[src/hw/rtl/clsr_pkg.sv]
// Shared constants and payload types for the combined LCG shuffle generator.
`default_nettype none

package clsr_pkg;

	// Shuffle table geometry
	localparam int unsigned TABLE_DEPTH = 32;
	localparam int unsigned IDX_W = (TABLE_DEPTH > 1) ? $clog2(TABLE_DEPTH) : 1;

	// Field widths
	localparam int unsigned VAL_W = 31;
	localparam int unsigned FRAC_W = 24;
	localparam int unsigned MUL_W = 16;
	localparam int unsigned PROD_W = VAL_W + MUL_W;
	localparam int unsigned FOLD_W = 8;

	// Moduli and multipliers of the two generators
	localparam longint unsigned MOD1_L = 64'd2147483563;
	localparam longint unsigned MOD2_L = 64'd2147483399;
	localparam longint unsigned SPAN_L = MOD1_L - 64'd1;
	localparam longint unsigned BUCKET_L = 64'd1 + SPAN_L / TABLE_DEPTH;

	localparam logic [VAL_W-1:0] MOD1 = VAL_W'(MOD1_L);
	localparam logic [VAL_W-1:0] MOD2 = VAL_W'(MOD2_L);
	localparam logic [VAL_W-1:0] SPAN = VAL_W'(SPAN_L);
	localparam logic [VAL_W-1:0] BUCKET = VAL_W'(BUCKET_L);
	localparam logic [MUL_W-1:0] MUL1 = 16'd40014;
	localparam logic [MUL_W-1:0] MUL2 = 16'd40692;

	// 2^31 mod m for each modulus: folds the high part of a product back in
	localparam logic [FOLD_W-1:0] FOLD1 = FOLD_W'((64'd1 << VAL_W) - MOD1_L);
	localparam logic [FOLD_W-1:0] FOLD2 = FOLD_W'((64'd1 << VAL_W) - MOD2_L);

	// Reciprocal of the bucket size for the table index
	localparam int unsigned RECIP_SH = 37;
	localparam longint unsigned RECIP_L = (64'd1 << RECIP_SH) / BUCKET_L;
	localparam int unsigned RECIP_W = $clog2(RECIP_L + 64'd1);
	localparam logic [RECIP_W-1:0] RECIP = RECIP_W'(RECIP_L);
	localparam int unsigned Q_W = IDX_W + 2;
	localparam int unsigned QP_W = RECIP_SH + Q_W;
	localparam int unsigned BND_W = VAL_W + Q_W;

	// Warm-up sequence after a reseed
	localparam int unsigned WARM_STEPS = TABLE_DEPTH + 8;
	localparam int unsigned CNT_W = $clog2(WARM_STEPS);

	// Reset and output constants
	localparam logic [VAL_W-1:0] G1_RESET = VAL_W'(1);
	localparam logic [VAL_W-1:0] G2_RESET = VAL_W'(123456789);
	localparam logic [FRAC_W-1:0] FRAC_CAP = FRAC_W'((64'd1 << FRAC_W) - 64'd2);

	typedef struct packed {
		logic             reseed;
		logic [VAL_W-1:0] seed;
	} req_t;

	typedef struct packed {
		logic [VAL_W-1:0]  raw_value;
		logic [FRAC_W-1:0] fraction;
		logic [VAL_W-1:0]  next_seed;
	} rsp_t;

endpackage

`default_nettype wire

[src/hw/rtl/clsr_gen_step.sv]
// Two-lane modular multiply step for both generators: registered product, then fold.
`default_nettype none

module clsr_gen_step
	import clsr_pkg::*;
(
	input  wire logic             clk,
	input  wire logic [VAL_W-1:0] g1,
	input  wire logic [VAL_W-1:0] g2,
	output logic      [VAL_W-1:0] nxt_g1,
	output logic      [VAL_W-1:0] nxt_g2
);

	logic [PROD_W-1:0] prod1_s1;
	logic [PROD_W-1:0] prod2_s1;

	// Reduce a product modulo m = 2^31 - k: fold the high part, then subtract once
	function automatic logic [VAL_W-1:0] fold_mod(
		input logic [PROD_W-1:0] p,
		input logic [FOLD_W-1:0] k,
		input logic [VAL_W-1:0]  m
	);
		logic [VAL_W:0] sum;
		sum = (VAL_W+1)'(p[VAL_W-1:0]) + (VAL_W+1)'(p[PROD_W-1:VAL_W]) * (VAL_W+1)'(k);
		if (sum >= {1'b0, m}) begin
			sum = sum - {1'b0, m};
		end
		return sum[VAL_W-1:0];
	endfunction

	// Capture both products every cycle; the sequencer decides when they count
	always_ff @(posedge clk) begin
		prod1_s1 <= PROD_W'(g1) * PROD_W'(MUL1);
		prod2_s1 <= PROD_W'(g2) * PROD_W'(MUL2);
	end

	assign nxt_g1 = fold_mod(prod1_s1, FOLD1, MOD1);
	assign nxt_g2 = fold_mod(prod2_s1, FOLD2, MOD2);

endmodule

`default_nettype wire

[src/hw/rtl/combined_lcg_shuffle_rng.sv]
// Combined two-generator LCG with shuffle table: request sequencer, table memory, output register.
//
// Usage:
//   Request channel (req_valid / req_stall / req): one transfer per deviate. With
//   req.reseed set, the seed (zero taken as one) loads both generators, generator 1
//   is stepped through the warm-up run and the shuffle table is refilled before the
//   draw. Response channel (rsp_valid / rsp_stall / rsp): one transfer per request,
//   carrying the shuffled value, its 24-bit fraction and the updated seed.
//   Steps: a plain draw passes through a registered multiply, a fold, a mix and an
//   emit step before the response is registered, and no new request is taken until
//   the draw is through. A reseed first runs the TABLE_DEPTH + 8 warm-up steps, one
//   generator step being a registered multiply followed by a fold step. The table is
//   read once and written once per draw, never both in the same cycle.
//   The response sits in an output register, so a request is accepted while an
//   earlier response still waits; a stalled receiver holds the block only when
//   the next response is ready to be written.
//   Reset sets generator 1 to 1, generator 2 to 123456789, the shuffle output to 0
//   and marks every table entry empty, which reads as zero.
`default_nettype none

module combined_lcg_shuffle_rng
	import clsr_pkg::*;
(
	input  wire logic clk,
	input  wire logic arst_n,
	input  wire logic req_valid,
	output logic      req_stall,
	input  wire req_t req,
	output logic      rsp_valid,
	input  wire logic rsp_stall,
	output rsp_t      rsp
);

	typedef enum logic [2:0] {
		ST_IDLE,
		ST_SEED_MUL,
		ST_SEED_FOLD,
		ST_DRAW_MUL,
		ST_DRAW_FOLD,
		ST_DRAW_MIX,
		ST_EMIT
	} state_t;

	state_t            state_q;
	logic [CNT_W-1:0]  cnt_q;
	logic [VAL_W-1:0]  g1_q;
	logic [VAL_W-1:0]  g2_q;
	logic [VAL_W-1:0]  shuf_q;
	logic              rsp_valid_q;
	rsp_t              rsp_q;

	logic [VAL_W-1:0]  nxt_g1;
	logic [VAL_W-1:0]  nxt_g2;
	logic [VAL_W-1:0]  seed_ld;

	logic [QP_W-1:0]   qprod_s1;
	logic [Q_W-1:0]    q_est;
	logic [Q_W-1:0]    q_fix;
	logic [BND_W-1:0]  bnd;
	logic [IDX_W-1:0]  idx_d;
	logic [IDX_W-1:0]  idx_s2;

	logic [VAL_W-1:0]  tbl_mem [TABLE_DEPTH];
	logic [TABLE_DEPTH-1:0] tbl_valid_q;
	logic              tbl_we;
	logic              tbl_re;
	logic [IDX_W-1:0]  tbl_waddr;
	logic [IDX_W-1:0]  tbl_raddr;
	logic [VAL_W-1:0]  tbl_wdata;
	logic [VAL_W-1:0]  tbl_rdata_q;
	logic              rd_valid_q;

	logic [VAL_W-1:0]  entry;
	logic [VAL_W:0]    diff;
	logic [VAL_W-1:0]  mixed;

	logic [FRAC_W-1:0] q0;
	logic [VAL_W:0]    frac_rem;
	logic [FRAC_W:0]   frac_q;
	logic [FRAC_W-1:0] frac;

	// Generator multiply-and-fold lanes
	clsr_gen_step u_gen_step (
		.clk    (clk),
		.g1     (g1_q),
		.g2     (g2_q),
		.nxt_g1 (nxt_g1),
		.nxt_g2 (nxt_g2)
	);

	assign req_stall = (state_q != ST_IDLE);
	assign rsp_valid = rsp_valid_q;
	assign rsp       = rsp_q;

	// Treat a zero seed as one
	assign seed_ld = (req.seed == '0) ? VAL_W'(1) : req.seed;

	// Table index: estimate by reciprocal, then correct by one bucket
	always_ff @(posedge clk) begin
		qprod_s1 <= QP_W'(shuf_q) * QP_W'(RECIP);
	end

	always_comb begin
		q_est = qprod_s1[RECIP_SH +: Q_W];
		bnd   = BND_W'(Q_W'(q_est + Q_W'(1))) * BND_W'(BUCKET);
		q_fix = q_est + Q_W'(BND_W'(shuf_q) >= bnd);
		idx_d = (q_fix >= Q_W'(TABLE_DEPTH)) ? '0 : q_fix[IDX_W-1:0];
	end

	always_ff @(posedge clk) begin
		if (state_q == ST_DRAW_FOLD) begin
			idx_s2 <= idx_d;
		end
	end

	// Table port control: warm-up fill or draw write-back, one draw read
	always_comb begin
		tbl_we    = ((state_q == ST_SEED_FOLD) && (cnt_q < CNT_W'(TABLE_DEPTH))) ||
		            (state_q == ST_DRAW_MIX);
		tbl_waddr = (state_q == ST_DRAW_MIX) ? idx_s2 : cnt_q[IDX_W-1:0];
		tbl_wdata = (state_q == ST_DRAW_MIX) ? g1_q : nxt_g1;
		tbl_re    = (state_q == ST_DRAW_FOLD);
		tbl_raddr = idx_d;
	end

	// Shuffle table memory, registered read
	always_ff @(posedge clk) begin
		if (tbl_we) begin
			tbl_mem[tbl_waddr] <= tbl_wdata;
		end
		if (tbl_re) begin
			tbl_rdata_q <= tbl_mem[tbl_raddr];
			rd_valid_q  <= tbl_valid_q[tbl_raddr];
		end
	end

	// Mark entries written since reset; empty entries read as zero
	always_ff @(posedge clk or negedge arst_n) begin
		if (!arst_n) begin
			tbl_valid_q <= '0;
		end else if (tbl_we) begin
			tbl_valid_q[tbl_waddr] <= 1'b1;
		end
	end

	// New shuffle output: entry minus generator 2, wrapped into range
	always_comb begin
		entry = rd_valid_q ? tbl_rdata_q : '0;
		diff  = {1'b0, entry} - {1'b0, g2_q};
		if (diff[VAL_W] || (diff == '0)) begin
			diff = diff + (VAL_W+1)'(SPAN);
		end
		mixed = diff[VAL_W-1:0];
	end

	// Fraction: high bits as first quotient, one correction, then cap
	always_comb begin
		q0       = shuf_q[VAL_W-1 -: FRAC_W];
		frac_rem = (VAL_W+1)'({shuf_q[VAL_W-FRAC_W-1:0], {FRAC_W{1'b0}}}) +
		           (VAL_W+1)'(q0) * (VAL_W+1)'(FOLD1);
		frac_q   = (FRAC_W+1)'(q0) + (FRAC_W+1)'(frac_rem >= (VAL_W+1)'(MOD1));
		frac     = (frac_q > (FRAC_W+1)'(FRAC_CAP)) ? FRAC_CAP : frac_q[FRAC_W-1:0];
	end

	// Sequencer: warm-up steps, draw, response register
	always_ff @(posedge clk or negedge arst_n) begin
		if (!arst_n) begin
			state_q     <= ST_IDLE;
			cnt_q       <= '0;
			g1_q        <= G1_RESET;
			g2_q        <= G2_RESET;
			shuf_q      <= '0;
			rsp_valid_q <= 1'b0;
			rsp_q       <= '0;
		end else begin
			// drop the response once transferred, unless a new one takes its place
			if (rsp_valid_q && !rsp_stall && (state_q != ST_EMIT)) begin
				rsp_valid_q <= 1'b0;
			end
			unique case (state_q)
				ST_IDLE: begin
					if (req_valid) begin
						if (req.reseed) begin
							g1_q    <= seed_ld;
							g2_q    <= seed_ld;
							cnt_q   <= CNT_W'(WARM_STEPS - 1);
							state_q <= ST_SEED_MUL;
						end else begin
							state_q <= ST_DRAW_MUL;
						end
					end
				end
				ST_SEED_MUL: begin
					state_q <= ST_SEED_FOLD;
				end
				ST_SEED_FOLD: begin
					g1_q <= nxt_g1;
					if (cnt_q == '0) begin
						shuf_q  <= nxt_g1;
						state_q <= ST_DRAW_MUL;
					end else begin
						cnt_q   <= cnt_q - CNT_W'(1);
						state_q <= ST_SEED_MUL;
					end
				end
				ST_DRAW_MUL: begin
					state_q <= ST_DRAW_FOLD;
				end
				ST_DRAW_FOLD: begin
					g1_q    <= nxt_g1;
					g2_q    <= nxt_g2;
					state_q <= ST_DRAW_MIX;
				end
				ST_DRAW_MIX: begin
					shuf_q  <= mixed;
					state_q <= ST_EMIT;
				end
				ST_EMIT: begin
					// hold until the response register is free
					if (!rsp_valid_q || !rsp_stall) begin
						rsp_q.raw_value <= shuf_q;
						rsp_q.fraction  <= frac;
						rsp_q.next_seed <= g1_q;
						rsp_valid_q     <= 1'b1;
						state_q         <= ST_IDLE;
					end
				end
				default: begin
					state_q <= ST_IDLE;
				end
			endcase
		end
	end

`ifndef SYNTHESIS
	a_no_port_clash: assert property (@(posedge clk) disable iff (!arst_n)
		!(tbl_we && tbl_re))
		else $error("table read and write in the same cycle");

	a_rsp_from_emit: assert property (@(posedge clk) disable iff (!arst_n)
		$rose(rsp_valid) |-> $past(state_q == ST_EMIT))
		else $error("response raised outside the emit step");

	a_shuf_range: assert property (@(posedge clk) disable iff (!arst_n)
		(state_q == ST_EMIT) |-> ((shuf_q != '0) && (shuf_q <= SPAN)))
		else $error("shuffle output out of range at emit");

	a_frac_cap: assert property (@(posedge clk) disable iff (!arst_n)
		rsp_valid |-> (rsp.fraction <= FRAC_CAP))
		else $error("fraction above cap");
`endif

endmodule

`default_nettype wire

[config.mk]
export PLATFORM = sky130hd
export DESIGN_NAME = combined_lcg_shuffle_rng
export DESIGN_NICKNAME = d
export VERILOG_FILES = /design/src/hw/rtl/clsr_pkg.sv /design/src/hw/rtl/clsr_gen_step.sv /design/src/hw/rtl/combined_lcg_shuffle_rng.sv
export SDC_FILE = /design/constraint.sdc
export NUM_CORES = 2
export LEC_CHECK = 0
export ABC_AREA = 0
export BUFFER_PORTS_ARGS = -buffer_cell sky130_fd_sc_hd__buf_4
export CORE_AREA = 2 2 388 390
export CTS_BUF_LIST = sky130_fd_sc_hd__clkbuf_8
export DETAILED_ROUTE_END_ITERATION = 10
export DIE_AREA = 0 0 390 392
export PLACE_DENSITY = 0.7
export SYNTH_ARGS = -nofsm -noshare
export SYNTH_HDL_FRONTEND = slang
export SYNTH_HIERARCHICAL = 1
export SYNTH_SLANG_ARGS = --single-unit
[constraint.sdc]
create_clock -name clk -period 23 [get_ports clk]
set_input_delay 0 -clock clk [delete_from_list [all_inputs] [get_ports clk]]
set_output_delay 0 -clock clk [all_outputs]
set_load 0.01 [all_outputs]
==> metrics.txt <==
Die Area 153000 µm²; CTS resizes 0; Slew @ Worst Pin 1.34 ns; # rows 142; final WL 244000 µm; share of synthesized registers carrying an async set or reset 16.4%; top cell type by total area after synthesis edfxtp_1; Post-synth top cells edfxtp_1 (1029), nand2_1 (1020), inv_1 (729); CP max FO 174; final antenna-violating net count 0; YS warnings 6; Die Wd 390 µm; Via-to-Cell Ratio 6.23; layout cell share with drive strength beyond 1 8.92%; initial core utilization between 50% and 60%; GRT Total Usage 32.0%; CTS buffer count between 200 and 250; most common cell in the netlist edfxtp_1; DR iter-0 viols between 6000 and 7000; slew margin rel. around a tenth; top cell type's share of synthesized area 37.3%; CTS tree yes; Netlist cell types about 100; max cap viols 0; clk_skew 0.0758 ns; Setup violations, final 0; Placer Congestion 0.948; Synth Register Bits 1346; Main synth FF type edfxtp_1; global route overflow 0; Via Count slightly above 60000; initial antenna violation count 12; Final HPWL DP around 160000 µm; core area 149000 µm²; Syn Std Cell Area 82800 µm²; largest net degree at the start of global routing between 150 and 200; drt wl/cell 25.2 µm; Mapped Cells 7395; vias in the first global route 60300; chip height between 300 and 400 µm; Root Driver clkbuf_8; Area growth syn-to-layout 10.2%; Longest Clk Path Bufs 3; fin crit period 11.09 ns; number of remaining DRC errors 0; R2R Setup Slk 11.91 ns; I/O Buffers 123; post-synthesis sequential area ratio 46.3%; IO Pins approximately 120; synth top area cells edfxtp_1 (37%), fa_1 (12%), ha_1 (9.5%); Worst path slowest cell buf_4; EDFF count, synth 1029; Pre-Repair DR Iteration Count 6; RSZ-0062 raised after global routing no; Worst-path clk slew 0.06 ns; clk_lat worst skew 0.95 ns; Crit path required time 23.71 ns; Post-Syn Nets 8564; Crit Path Class reg2reg; fmax 90.1 MHz; Final TNS setup 0 ns; Hold Vio Cnt, Final 0; Synth Area per Inst 11.2 µm²; # H-tree levels 4; outcome completed; slowest stage delay, CP 0.88 ns; nets@finish 8757; Slew Limit Fails 0; fillers 11940; CP Launch Type flip-flop; Crit. End Element flip-flop; Hold Crit Class in2reg; crit path DAT between 10 and 15 ns; Sink Count 1346; global-route wire length before repair 369000 µm; crit share post-route between 40% and 50%
==> registers in the layout, indices dropped and copies added, names as in the netlist, 6 cells and up <==
register,flops
tbl_valid_q,32
rsp,86
tbl_mem,992
g1_q,31
g2_q,31
u_gen_step/prod2_s1,45
shuf_q,31
tbl_rdata_q,31
u_gen_step/prod1_s1,46
cnt_q,6
==> metal layers <==
layer,track usage [%],vias to the layer above,wire length [µm]
met5,0,-,54
li1,-,26816,-
met3,6.66,646,22900
met1,42.4,30044,96400
met4,15.5,10,13500
met2,50.5,2958,112000
==> worst max-delay path: cells and delay by family (launching register included) <==
kind | cells | cell delay (ns)
adder cells (fa/ha/maj) | 8 | 3.02
AND/OR/NAND/NOR | 9 | 1.36
XOR/XNOR | 2 | 0.69
buffers and inverters | 8 | 2.81
AO/OA/AOI/OAI | 13 | 2.26
flip-flops | 1 | 0.54
==> cells by family (layout without fill, tap and decap cells) <==
family | Yosys count | count (layout) | share of synthesized area (%)
multiplexers | 79 | 79 | 1.00
other | 0 | 6 | 0
AND/OR/NAND/NOR | 2024 | 2024 | 11.0
adder cells (fa/ha/maj) | 1133 | 1133 | 21.7
buffers and inverters | 1062 | 1429 | 4.85
AO/OA/AOI/OAI | 1494 | 1494 | 12.4
XOR/XNOR | 257 | 257 | 2.72
flip-flops | 1346 | 1346 | 46.3
==> layout make-up <==
cell class	instances	area (µm²)	area share, %
Clock buffer	233	3210	3.52
Timing Repair Buffer	308	2600	2.85
Sequential cell	1346	38400	42.1
Tap cell	1944	2430	2.67
Clock inverter	158	1060	1.16
Multi-Input combinational cell	4987	40800	44.7
Inverter	730	2750	3.02
Antenna cell	6	15.0	0.0165
==> through the flow <==
| step | cell area, µm² | hold WS, ns | util, % | worst slack [ns] | std cells |
|---|---|---|---|---|---|
| 2_1_floorplan | 82800 | -0.296 | - | 15.22 | 7395 |
| 3_3_place_gp | 86100 | 0.0660 | 57.8 | 12.10 | 9230 |
| 3_5_place_dp | 86100 | 0.0894 | 57.8 | 12.01 | 9230 |
| 4_1_cts | 91200 | 0.00274 | 61.3 | 11.95 | 9706 |
| 5_1_grt | 91200 | 0.0394 | 61.3 | 11.05 | 9707 |
| 6_report | 91200 | 0.0664 | 61.3 | 11.91 | 9712 |
==> placed cells by master (no fill, tap or decap), drive strengths merged, types with 36 or more instances in the layout <==
cell	Yosys	routed
buf	42	224
ha	626	626
nand2	1020	1020
nor2	293	293
dlygate4sd3	0	84
xnor2	167	167
a211oi	36	36
clkinv	0	72
edfxtp	1029	1029
dfrtp	204	204
clkbuf	290	233
a311oi	101	101
a21o	124	124
fa	507	507
inv	730	798
xor2	90	90
o221ai	258	258
o31ai	48	48
nand4	44	44
a31oi	49	49
nor3	54	54
dfxtp	96	96
o21a	36	36
mux2i	48	48
a21oi	466	466
o21ai	188	188
or2	44	44
and2	58	58
nand3	328	328
==> what timing repair did <==
action	4_1_cts	5_1_grt
hold buffers	85	0
endpoints found under the hold margin	335	0
buffers inserted	0	0
==> final timing paths <==
kind                                        startpoint                          end  cells past startpoint
max reg2reg                       qprod_s1[38]$_DFF_P_    tbl_rdata_q[21]$_DFFE_PP_                     40
min                                             req[6]          g1_q[6]$_DFFE_PN0P_                      4
min in group asynchronous                       arst_n         g2_q[24]$_DFFE_PN1P_                      3
min reg2reg                tbl_valid_q[17]$_DFFE_PN0N_  tbl_valid_q[17]$_DFFE_PN0N_                      1
max in group asynchronous                       arst_n  tbl_valid_q[30]$_DFFE_PN0N_                      4
max                               qprod_s1[38]$_DFF_P_    tbl_rdata_q[21]$_DFFE_PP_                     40
Power is not shown: default switching activity piles up to over one toggle a cycle in this logic, so the estimate is an artifact.
